## config.mk

```make
export PLATFORM = sky130hd
export DESIGN_NAME = mag_divider
export DESIGN_NICKNAME = d
export VERILOG_FILES = /design/src/rtl/mag_pkg.sv /design/src/rtl/mag_divider.sv
export SDC_FILE = /design/constraint.sdc
export NUM_CORES = 1
export LEC_CHECK = 0
export ABC_AREA = 0
export BUFFER_PORTS_ARGS = -buffer_cell sky130_fd_sc_hd__buf_2
export CELL_PAD_IN_SITES_DETAIL_PLACEMENT = 1
export CELL_PAD_IN_SITES_GLOBAL_PLACEMENT = 1
export CORE_AREA = 4 4 137 139
export DETAILED_ROUTE_END_ITERATION = 10
export DIE_AREA = 0 0 141 143
export GPL_TIMING_DRIVEN = 0
export PLACE_DENSITY = 0.68
export SETUP_SLACK_MARGIN = 0.4
export SYNTH_ARGS = -nofsm -noshare
export SYNTH_HDL_FRONTEND = slang
export SYNTH_SLANG_ARGS = --single-unit
```

## constraint.sdc

```tcl
create_clock -name clock -period 4.6 [get_ports clock]
set_input_delay 0.69 -clock clock [delete_from_list [all_inputs] [get_ports clock]]
set_output_delay 0.69 -clock clock [all_outputs]
set_load 0.01 [all_outputs]
```

## src/rtl/mag_pkg.sv

```systemverilog
package mag_pkg;

   typedef enum logic [3:0] {
      ST_LOAD,
      ST_SETUP,
      ST_WDIV,
      ST_SLOTS,
      ST_CLEAR,
      ST_RDSAMP,
      ST_BDIV,
      ST_BREAD,
      ST_BWRITE,
      ST_SCAN_RD,
      ST_SCAN_CHK,
      ST_RESULT
   } mag_state_type;

   localparam int unsigned DIFF_W  = 33;

endpackage

```

## src/rtl/mag_divider.sv

```systemverilog
// Restoring divider, unsigned 33 / 33, one quotient bit per cycle.
module mag_divider
   import mag_pkg::*;
(
   input  logic              clock,
   input  logic              reset,
   input  logic              start,
   input  logic [DIFF_W-1:0] dividend,
   input  logic [DIFF_W-1:0] divisor,
   output logic              done,
   output logic [DIFF_W-1:0] quotient
);
   localparam int unsigned CNT_W = $clog2(DIFF_W + 1);

   logic [DIFF_W-1:0] rem_ff, rem_in;
   logic [DIFF_W-1:0] quo_ff, quo_in;
   logic [DIFF_W-1:0] dvs_ff, dvs_in;
   logic [CNT_W-1:0]  cnt_ff, cnt_in;
   logic              busy_ff, busy_in;
   logic              done_ff, done_in;
   logic [DIFF_W:0]   trial;
   logic [DIFF_W:0]   shifted;

   always_comb begin
      rem_in  = rem_ff;
      quo_in  = quo_ff;
      dvs_in  = dvs_ff;
      cnt_in  = cnt_ff;
      busy_in = busy_ff;
      done_in = 1'b0;
      shifted = {rem_ff, quo_ff[DIFF_W-1]};
      trial   = shifted - {1'b0, dvs_ff};
      if (start) begin
         rem_in  = '0;
         quo_in  = dividend;
         dvs_in  = divisor;
         cnt_in  = CNT_W'(DIFF_W);
         busy_in = 1'b1;
      end else if (busy_ff) begin
         if (!trial[DIFF_W]) begin
            rem_in = trial[DIFF_W-1:0];
            quo_in = {quo_ff[DIFF_W-2:0], 1'b1};
         end else begin
            rem_in = shifted[DIFF_W-1:0];
            quo_in = {quo_ff[DIFF_W-2:0], 1'b0};
         end
         cnt_in = cnt_ff - 1'b1;
         if (cnt_ff == CNT_W'(1)) begin
            busy_in = 1'b0;
            done_in = 1'b1;
         end
      end
   end

   always_ff @(posedge clock) begin
      rem_ff <= rem_in;
      quo_ff <= quo_in;
      dvs_ff <= dvs_in;
      cnt_ff <= cnt_in;
      if (reset) begin
         busy_ff <= 1'b0;
         done_ff <= 1'b0;
      end else begin
         busy_ff <= busy_in;
         done_ff <= done_in;
      end
   end

   assign done     = done_ff;
   assign quotient = quo_ff;
endmodule

```

## After elaboration in Yosys (flattened, before gate mapping)

Index checks and enable logic that the tools add are counted.
Widths: inputs -> output; s select.

- Muxes and demuxes: 8
- Reduce and logical (&&, ||, !) cells: 2
- Eq/ne operators: 1
- Bitwise gates (word level): 1
- Add/sub/neg operators: 2

Operators with widths:

| kind | count |
|---|---|
| $mux 33 | 3 |
| $sub 34x33->34 | 1 |
| $eq 6x1->1 const B | 1 |
| $sub 6x1->6 const B | 1 |
| $mux 1 | 5 |
| $reduce_or 3->1 | 1 |
| $reduce_bool 2->1 | 1 |
| $not 1->1 | 1 |

- Input bits: 69
- Register bits after elaboration: 107

## Depth between registers and ports, before layout

Gate-level depths: netlist of the first run.

- Word-level depth: 4
- Gate-level depth with buffers: 14

## Worst setup path after synthesis of the first run

No wires, ideal clock.

- Kind: register to register
- Start: register dvs_ff[22]
- End: register rem_ff[29]
- Library setup time: 91 ps
- Slack: 1729 ps
- Data arrival time: 2780 ps
- Clock period less this slack: 2871 ps
- Cell stages (with the launch flop): 12
- Cells stage by stage: edfxtp_1 -> inv_1 -> ha_1 -> nand4_1 -> or3_4 -> nor4_4 -> a22oi_2 -> a2111o_1 -> o311a_1 -> buf_6 -> or3b_1 -> a311oi_1

- Longest elaborated chain between the ends: 2

RTL lines:

| what | line | RTL |
|---|---|---|
| from (decl) | mag_divider.sv:17 | `logic [DIFF_W-1:0] dvs_ff, dvs_in;` |
| from (signal assigned) | mag_divider.sv:58 | `dvs_ff <= dvs_in;` |
| $sub 34x33->34 | mag_divider.sv:32 | `trial = shifted - {1'b0, dvs_ff};` |
| $mux 33 | mag_divider.sv:40 | `if (!trial[DIFF_W]) begin` |
| to (signal assigned) | mag_divider.sv:56 | `rem_ff <= rem_in;` |
| to (decl) | mag_divider.sv:15 | `logic [DIFF_W-1:0] rem_ff, rem_in;` |

No other way between the ends.
A chain may end at the register's enable or synchronous reset.

## Worst setup path after layout of the first run

- Start: register quo_ff[32] (netlist: quotient[32])
- End: register rem_ff[30]

- Longest elaborated chain between the ends: 2

RTL lines:

| what | line | RTL |
|---|---|---|
| from (decl) | mag_divider.sv:16 | `logic [DIFF_W-1:0] quo_ff, quo_in;` |
| from (signal assigned) | mag_divider.sv:57 | `quo_ff <= quo_in;` |
| $sub 34x33->34 | mag_divider.sv:32 |  |
| $mux 33 | mag_divider.sv:40 |  |

No other way between the ends.

==> flow_summary.toml, run 1 <==
[run_status]
status = "finished, final reports clean"

[clock_tree]
clock_sinks = 107
cts_buffers = 9
cts_tree = "done"
htree_levels = 3
cts-root-buf = "clkbuf_16"
cts_resized = 0
cts_buffer_depth = 2
clk_pin_slew_ns = 0.08
clk_latency_ns = 0.36
ctsHoldBuffers = 0
post_cts_buffers = 0

[logic_synthesis]
synth_nets = 681
yosysMostFrequentCell = "edfxtp_1"
yosysTopAreaCellShare_pct = 32.9
ys_top_cells_by_area = "edfxtp_1, dfxtp_1, ha_1, mux2_2, mux2i_1"
post_synth_instance_area_um2 = 6030
synth_compound_area_share_pct = 15.5
ys.flop_type = "edfxtp_1"
async_flop_share_pct = 0
synthSimpleGateAreaFrac_pct = 11.7
muxShareOfSynthArea_pct = 9.79
synth-xor-area-share_pct = 4.07
synth_fa_ha_area_share_pct = 7.59
syn_inst = 576
synth_cell_types = 60
synth_top_cell_by_area = "edfxtp_1"
synth_top_family_by_area = "compound AO/OA/AOI/OAI gates"
synth_seq_area_share_pct = 46.5
ys_warn_count = 0
synth_commonest_cells = "edfxtp_1, nor2_1, inv_1"
synth_seq_cells = 107
synth_edf_count = 66
syn-mean-instance-area_um2 = 10.5

[grt]
grtUsageMet1_pct = 19.9
grtUsageTotal_pct = 16.3
antenna_found_initial = 0
gr-usage-met3_pct = 5.43
grt_pass1_wl_um = 26300
use_met2_pct = 27.8
grt_pass1_vias = 5227
busiest_layer = "met2"
grt_start_max_net_pins = 35
grt_overflow = 0

[detailed_routing]
dr.first_iter.drc_count = 187
via_per_inst = 5.15
antenna_left = 0
drcViolationCount = 0
wl_per_cell_um = 17.1
num_vias = 4754
first_pass_iters = 4
wirelength_um = 15800

[run]
maxCapViolations = 0

[sta]
min_period_ns = 3.39
setup_violations = 0
fin_skew_ns = 0.0130
clock.fmax_mhz = 295
finalSetupTns_ns = 0
grt_setup_unrepaired = "false"
finalHoldViolCount = 0
report.final.slew_viol_count = 0
worst_pin_slew_ns = 0.864
relSlewSlack_pct = 41.7
fin_ws_ns = 1.21
period_share_pct = 73.8

[power]
sequentialPowerShare_pct = 44.3
power.total_mw = 2.66
pwr-share-comb_pct = 27.6
power.density_nw_per_um2 = 374
sw_frac_of_total_pct = 32.1
p_sw_uw = 853
leakage_nw = 3.07
vdd_drop_max_mv = 0.247
cellInternalPower_mw = 1.81
clock_power_share_pct = 28.2

[die]
ios = 103
initial_utilization_pct = 34.2
die_height_um = 143
dieArea_um2 = 20200
num_rows = 49
core_um2 = 17700
die_x_um = 141

[layout]
antennaDiodeCount = 0
drive_gt1_share_pct = 23.2
area_delta_synth_final_pct = 17.8
fin_area_um2 = 7100
nNetsFinal = 794
final_cells = 923

[placed_design]
dp_slack_ns = 1.06
portBuffers = 102
gp_congestion = 0.818
dp_hpwl_um = 12000
placed_cell_area_um2 = 6830
placedCellCount = 907

[worst_setup_path]
r2r_start = "quotient[32]"
cp_data_required_time_ns = 4.89
r2r_slack_ns = 1.21
cp_max_fo = 4
endpoint_kind = "flop"
start_kind = "flop"
criticalPathCategory = "reg2reg"
cp.arrival_ns = 3.68
startpoint = "quotient[32]"

[hold_path]
hp-class = "in2reg"
hp-start = "divisor[30]"
## sequential cells by signal (all words and copies together), names as in the netlist
name / flops
busy_ff: 1
cnt_ff: 6
done: 1
dvs_ff: 33
quotient: 33
rem_ff: 33
## metal layers
layer,vias to the layer above,wire length [um]
li1,2349,-
met1,2288,7100
met2,104,7450
met3,13,1080
met4,0,170
met5,-,0
## critical path, cell delays in order, from the launching register on
cell      delay, ns
edfxtp_1       0.43
inv_1          0.08
ha_1           0.19
fa_1           0.23
nor2b_1        0.07
o31a_1         0.27
o311ai_0       0.73
nand3_1        0.29
a211o_1        0.33
a21oi_1        0.17
xnor2_1        0.17
mux2i_1        0.12
a211oi_1       0.22
## power groups by stage
stage | Combinational [mW] | Sequential (mW) | Clock (mW)
after floorplan | 0.515 | 1.20 | 0
after global placement | 0.714 | 1.19 | 0
after detailed placement | 0.736 | 1.20 | 0
after CTS | 0.741 | 1.18 | 0.782
after global routing | 0.819 | 1.19 | 0.826
final | 0.733 | 1.18 | 0.748
## kinds of logic after synthesis
kind of cell               count (synthesis)
muxes                                     55
AOI/OAI and AO/OA                        135
buffers and inverters                     73
xor gates and xnor gates                  28
DFF                                      107
and+or+nand+nor                          142
adders and majority gates                 36
## stage by stage
| step | hold WS [ns] | utilization (%) |
|---|---|---|
| 5_1_grt | 0.476 | 40.2 |
| 2_1_floorplan | 0.469 | - |
| 6_report | 0.494 | 40.2 |
| 3_3_place_gp | 0.485 | 38.7 |
| 4_1_cts | 0.474 | 40.2 |
| 3_5_place_dp | 0.505 | 38.7 |
## layout make-up
cell class	count	area, um^2
tap	229	287
clock inverter	7	50.0
sequential	107	2800
fill	2041	10600
buffer	25	113
multi-input combinational	396	2940
inverter	48	180
timing repair buffer	102	510
clock buffer	9	225
## final timing paths
path,endpoint,cells after the start
min reg2reg,rem_ff[7],2
min,dvs_ff[30],1
max reg2reg,rem_ff[30],12
max,rem_ff[30],12
## placed cells by master (no fill, tap or decap), types with 9 or more instances in the layout
cell,synthesis,layout
edfxtp_1,66,66
xnor2_1,18,18
a21oi_1,29,29
mux2_2,32,32
a211oi_1,27,27
nand3_1,10,10
inv_1,48,48
a21o_1,12,12
mux2i_1,23,23
nor2_1,53,53
ha_1,35,35
nand2_1,28,28
clkbuf_16,0,9
buf_2,3,105
dfxtp_1,41,41
o21ai_0,18,18
xor2_1,10,10
clkbuf_1,16,16
Note: power is estimated with default switching activity, not from simulation.
==> inputs of run 2 (changes only) <==
Settings changed: ABC_AREA 0 to 1, CORE_AREA 4 4 137 139 to 4 4 150 152, DIE_AREA 0 0 141 143 to 0 0 154 156, PLACE_DENSITY 0.68 to 0.74.
Clock period 4.6 ns to 2.8 ns, I/O delays scaled along.
==> flow_summary.toml, run 2 <==
[run_status]
status = "finished, final reports clean"

[sta]
grt_setup_unrepaired = "true"
setup_violations = 0
fin_ws_ns = 0.483
worst_pin_slew_ns = 0.778
period_share_pct = 82.8
relSlewSlack_pct = 47.9
report.final.slew_viol_count = 0
min_period_ns = 2.32
fin_skew_ns = 0.0188
clock.fmax_mhz = 432
finalHoldViolCount = 0
fin_hold_ws_ns = 0.214
finalSetupTns_ns = 0

[clock_tree]
clk_latency_ns = 0.38
ctsHoldBuffers = 0
cts_buffers = 9
cts_tree = "done"
htree_levels = 3
cts_buffer_depth = 2
cts-root-buf = "clkbuf_16"
clk_pin_slew_ns = 0.10
clock_sinks = 107

[worst_setup_path]
criticalPathCategory = "reg2reg"
start_kind = "flop"
cp.depth = 16
slowest_delay_ns = 0.39
cp.arrival_ns = 2.59
cp_data_required_time_ns = 3.07
r2r_cells = 16
cp_max_fo = 4
worstPathCellList = "ha_2 > fa_2 > inv_4 > nand2_1 > nand2_2 > nand3_2 > nand2_2 > nand2_1 > nand2_2 > nand2_1 > nand3_1 > nand2_1 > inv_1 > nand2_2 > nand3_1 > nand2_1"
cp_num_buf_inv = 2
cpMostUsedCell = "nand2_1"
critPathSlowestCell = "edfxtp_1"
endpoint_kind = "flop"
crit_family = "simple AND/OR/NAND/NOR gates"

[logic_synthesis]
ys_warn_count = 0
yosysMostFrequentCell = "nand2_1"
synth_top_cell_by_area = "edfxtp_1"
synth_nets = 1160
syn-mean-instance-area_um2 = 6.91
async_flop_share_pct = 0
yosysTopAreaCellShare_pct = 27.2
synth_cell_types = 39
post_synth_instance_area_um2 = 7290
synth_seq_cells = 107
synth_seq_area_share_pct = 38.5
synth_commonest_cells = "nand2_1, inv_1, nand3_1"
syn_inst = 1055
synth_edf_count = 66
ys_top_cells_by_area = "edfxtp_1, nand2_1, dfxtp_1, inv_1, nand3_1"
ys.flop_type = "edfxtp_1"

[die]
die_x_um = 154
dieArea_um2 = 24000
num_rows = 53
core_um2 = 21000
die_height_um = 156
ios = 103
initial_utilization_pct = 34.7

[placed_design]
portBuffers = 102
placedCellCount = 1432
dp_hpwl_um = 17200
placed_cell_area_um2 = 8140
dp_slack_ns = -0.263
gp_congestion = 0.910

[grt]
grtUsageMet1_pct = 23.4
gr-usage-met3_pct = 4.47
grt_pass1_wl_um = 35700
use_met2_pct = 31.3
grt_overflow = 0
antenna_found_initial = 0
grt_start_max_net_pins = 35
busiest_layer = "met2"
grt_pass1_vias = 7194
grtUsageTotal_pct = 18.4

[layout]
nNetsFinal = 1279
final_cells = 1454
antennaDiodeCount = 0
drive_gt1_share_pct = 19.2
layout_common_cells = "nand2_1, inv_1, buf_2, nand3_1, edfxtp_1"
layout_commonest_cell = "nand2_1"
final_core_util_pct = 41.5
area_delta_synth_final_pct = 19.8
fin_area_um2 = 8730

[detailed_routing]
first_pass_iters = 4
dr.first_iter.drc_count = 284
antenna_left = 0
via_per_inst = 4.67
num_vias = 6795
wirelength_um = 22100
drcViolationCount = 0
wl_per_cell_um = 15.2

[power]
power.total_mw = 3.83
power.density_nw_per_um2 = 438
vdd_drop_max_mv = 0.388
leakage_nw = 4.66

[hold_path]
hold_path_depth = 1
hp-class = "in2reg"

[run]
maxCapViolations = 0
## run 2: cell count changes in the layout (fill, tap and decap cells not counted), sizes merged, moves of 11 or more
cell	delta
a211oi	-26
a21o	-11
inv	+154
mux2	-32
mux2i	-23
nand2	+420
nand3	+91
o21ai	-15
## run 2: repair_timing
| item | in CTS | in global routing |
|---|---|---|
| cloned | 1 | 0 |
| pin swaps | 0 | 5 |
| endpoints found under the hold margin | 0 | 0 |
| buffers inserted | 0 | 5 |
| endpoints found under the setup margin | 38 | 33 |
| resized for setup | 7 | 41 |
## run 2: path summary, 6_finish.rpt
check | to | slack (ns) | start
max reg2reg | rem_ff[32] | 0.48 | dvs_ff[0]
min | dvs_ff[5] | 0.21 | divisor[5]
min reg2reg | rem_ff[3] | 0.48 | rem_ff[3]
max | rem_ff[32] | 0.48 | dvs_ff[0]
## run 2: logic make-up after synthesis
| family | count (synthesis) | share of synthesized area (%) |
|---|---|---|
| buffers and inverters | 226 | 12.6 |
| XOR/XNOR | 16 | 1.92 |
| AO/OA/AOI/OAI | 39 | 3.04 |
| adder cells (fa/ha/maj) | 36 | 6.29 |
| flip-flops | 107 | 38.5 |
| AND/OR/NAND/NOR | 631 | 37.7 |
## run 2: worst register-to-register path, stage by stage, from the launching register on
cell and delay [ns]:
edfxtp_1 0.39, ha_2 0.21, fa_2 0.39, inv_4 0.10, nand2_1 0.07, nand2_2 0.07
nand3_2 0.07, nand2_2 0.11, nand2_1 0.08, nand2_2 0.14, nand2_1 0.09, nand3_1 0.08
nand2_1 0.05, inv_1 0.11, nand2_2 0.07, nand3_1 0.11, nand2_1 0.06
## run 2: layer usage
metal | share of wire (%) | wire (um)
met2 | 46 | 10300
met5 | 0 | 0
met4 | 2.4 | 523
met3 | 5.0 | 1100
met1 | 46 | 10200
## run 2: cell type report
type	count	area [um^2]
flip-flops and latches	107	2800
multi-input cells	722	3750
clock buffers	9	225
plain buffers	23	179
fillers	2723	12300
repair inverters	1	7.51
inverters	203	768
repair buffers	107	551
clock inverters	7	104
well taps	275	344
## run 2: report_power, final
part	internal, mW	leakage, nW	switching (mW)
combinational	0.201	3.51	0.360
clock	0.667	0.158	0.769
sequential	1.79	0.994	0.0429
==> inputs of run 3 (changes only) <==
Settings changed: PLACE_DENSITY 0.74 to 0.72.
Clock period 2.8 ns to 2.4 ns, I/O delays scaled along.
==> flow_summary.toml, run 3 (synthesis gave the netlist of run 2 again) <==
[power]
power.density_nw_per_um2 = 469
leakage_nw = 4.95
vdd_drop_max_mv = 0.304
power.total_mw = 4.56

[grt]
antenna_found_initial = 0
grt_overflow = 0
grt_pass1_vias = 7290
grtUsageTotal_pct = 19.3
grt_pass1_wl_um = 37300
grt_start_max_net_pins = 35

[clock_tree]
clk_latency_ns = 0.37
clock_sinks = 107
ctsHoldBuffers = 0
htree_levels = 3
clk_pin_slew_ns = 0.10
cts-root-buf = "clkbuf_16"
cts_tree = "done"
cts_buffers = 9
cts_buffer_depth = 2

[placed_design]
placedCellCount = 1432
gp_congestion = 0.896
portBuffers = 102
dp_slack_ns = -0.614
dp_hpwl_um = 17300
placed_cell_area_um2 = 8140

[run_status]
status = "finished, final reports clean"

[detailed_routing]
via_per_inst = 4.73
wirelength_um = 24300
dr.first_iter.drc_count = 233
num_vias = 7019
wl_per_cell_um = 16.4
antenna_left = 0
first_pass_iters = 4
drcViolationCount = 0

[sta]
period_share_pct = 92.9
min_period_ns = 2.23
finalHoldViolCount = 0
fin_skew_ns = 0.0165
worst_pin_slew_ns = 0.791
grt_setup_unrepaired = "true"
fin_ws_ns = 0.171
setup_violations = 0
report.final.slew_viol_count = 0
clock.fmax_mhz = 449
relSlewSlack_pct = 47.0
finalSetupTns_ns = 0
fin_hold_ws_ns = 0.153

[layout]
nFillCells = 2632
register_area_um2 = 2810
drive_gt1_share_pct = 29.7
multi_input_area_um2 = 4430
final_cells = 1485
area_delta_synth_final_pct = 33.5
final_core_util_pct = 46.3
layout_commonest_cell = "nand2_1"
antennaDiodeCount = 0
fin_area_um2 = 9730
nNetsFinal = 1310
layout_common_cells = "nand2_1, inv_1, buf_2, nand3_1, edfxtp_1"

[worst_setup_path]
endpoint_kind = "flop"
start_kind = "flop"
cp.arrival_ns = 2.49
reg2reg_to = "rem_ff[26]"
cp_num_buf_inv = 2
slowest_delay_ns = 0.38
r2r_slack_ns = 0.17
crit_family = "simple AND/OR/NAND/NOR gates"
r2r_cells = 13
worstPathCellList = "inv_2 > ha_4 > a21oi_4 > nor2_1 > o21ai_1 > nand2_1 > nor2_4 > nand3_4 > nand2_8 > buf_12 > nand2_2 > nand3_1 > nand2_1"
criticalPathCategory = "reg2reg"
cp_max_fo = 5
critPathSlowestCell = "edfxtp_1"
cp_data_required_time_ns = 2.66
r2r_start = "dvs_ff[26]"
cpMostUsedCell = "nand2_1"

[hold_path]
hold_path_depth = 1
hp-class = "in2reg"
holdPathEnd = "dvs_ff[0]"
hp-start = "divisor[0]"

[die]
ios = 103
dieArea_um2 = 24000
core_um2 = 21000
die_x_um = 154
die_height_um = 156
num_rows = 53
initial_utilization_pct = 34.7

[run]
maxCapViolations = 0
## run 3: changes by cell type in the layout (fill, tap and decap cells not counted), moves of 4 or more
cell | previous run | this run
nand2_8 | 0 | 6
nand2_1 | 397 | 367
ha_4 | 8 | 30
buf_4 | 8 | 34
inv_1 | 195 | 178
nand3_2 | 4 | 29
nand2_2 | 44 | 53
nand2_4 | 7 | 22
ha_2 | 5 | 1
inv_2 | 4 | 21
nand3_1 | 95 | 69
ha_1 | 22 | 4
## run 3: repair_timing
action | CTS | global route
setup endpoints to repair | 88 | 85
cloned | 2 | 3
setup buffers | 26 | 6
pin swaps | 22 | 28
gates resized for setup | 121 | 70
## run 3: worst max-delay path by stage
stage / startpoint / to / slack, ns / depth (start not counted)
after detailed placement: start / quotient[13] / -0.61 / 4
final: dvs_ff[26] / rem_ff[26] / 0.17 / 13
after CTS: dvs_ff[0] / rem_ff[32] / 0.25 / 16
after floorplan: quotient[32] / rem_ff[24] / 0.41 / 17
after global placement: start / quotient[13] / -0.54 / 4
after global routing: dvs_ff[26] / rem_ff[26] / 0.04 / 13
## run 3: worst register-to-register path, stage by stage, from the launching register on
cell and delay (ns):
edfxtp_1 0.38, inv_2 0.09, ha_4 0.22, a21oi_4 0.16, nor2_1 0.07, o21ai_1 0.14, nand2_1 0.11, nor2_4 0.28
nand3_4 0.19, nand2_8 0.14, buf_12 0.15, nand2_2 0.06, nand3_1 0.07, nand2_1 0.06
## run 3: layout make-up
| class | count | area share (%) |
|---|---|---|
| clock buffer | 9 | 2.31 |
| inverter | 203 | 7.90 |
| timing repair buffer | 138 | 8.80 |
| sequential | 107 | 28.8 |
| buffer | 23 | 1.98 |
| clock inverter | 7 | 1.07 |
| timing repair inverter | 1 | 0.0772 |
| multi-input combinational | 722 | 45.5 |
| tap | 275 | 3.54 |
## run 3: routing by layer
| metal | track usage (%) | routed length (um) | up-vias | part of all wire, % |
|---|---|---|---|---|
| li1 | - | - | 3548 | - |
| met1 | 23.7 | 10500 | 3308 | 43 |
| met2 | 35.0 | 12100 | 135 | 50 |
| met3 | 4.41 | 1340 | 28 | 5.5 |
| met4 | 3.28 | 397 | 0 | 1.6 |
| met5 | 0 | 0 | - | 0 |
## run 3: power breakdown
group	internal, mW	leakage [nW]	switching [mW]
clock network	0.778	0.158	0.891
logic	0.293	3.80	0.460
registers	2.08	0.995	0.0559
total	3.16	4.95	1.41
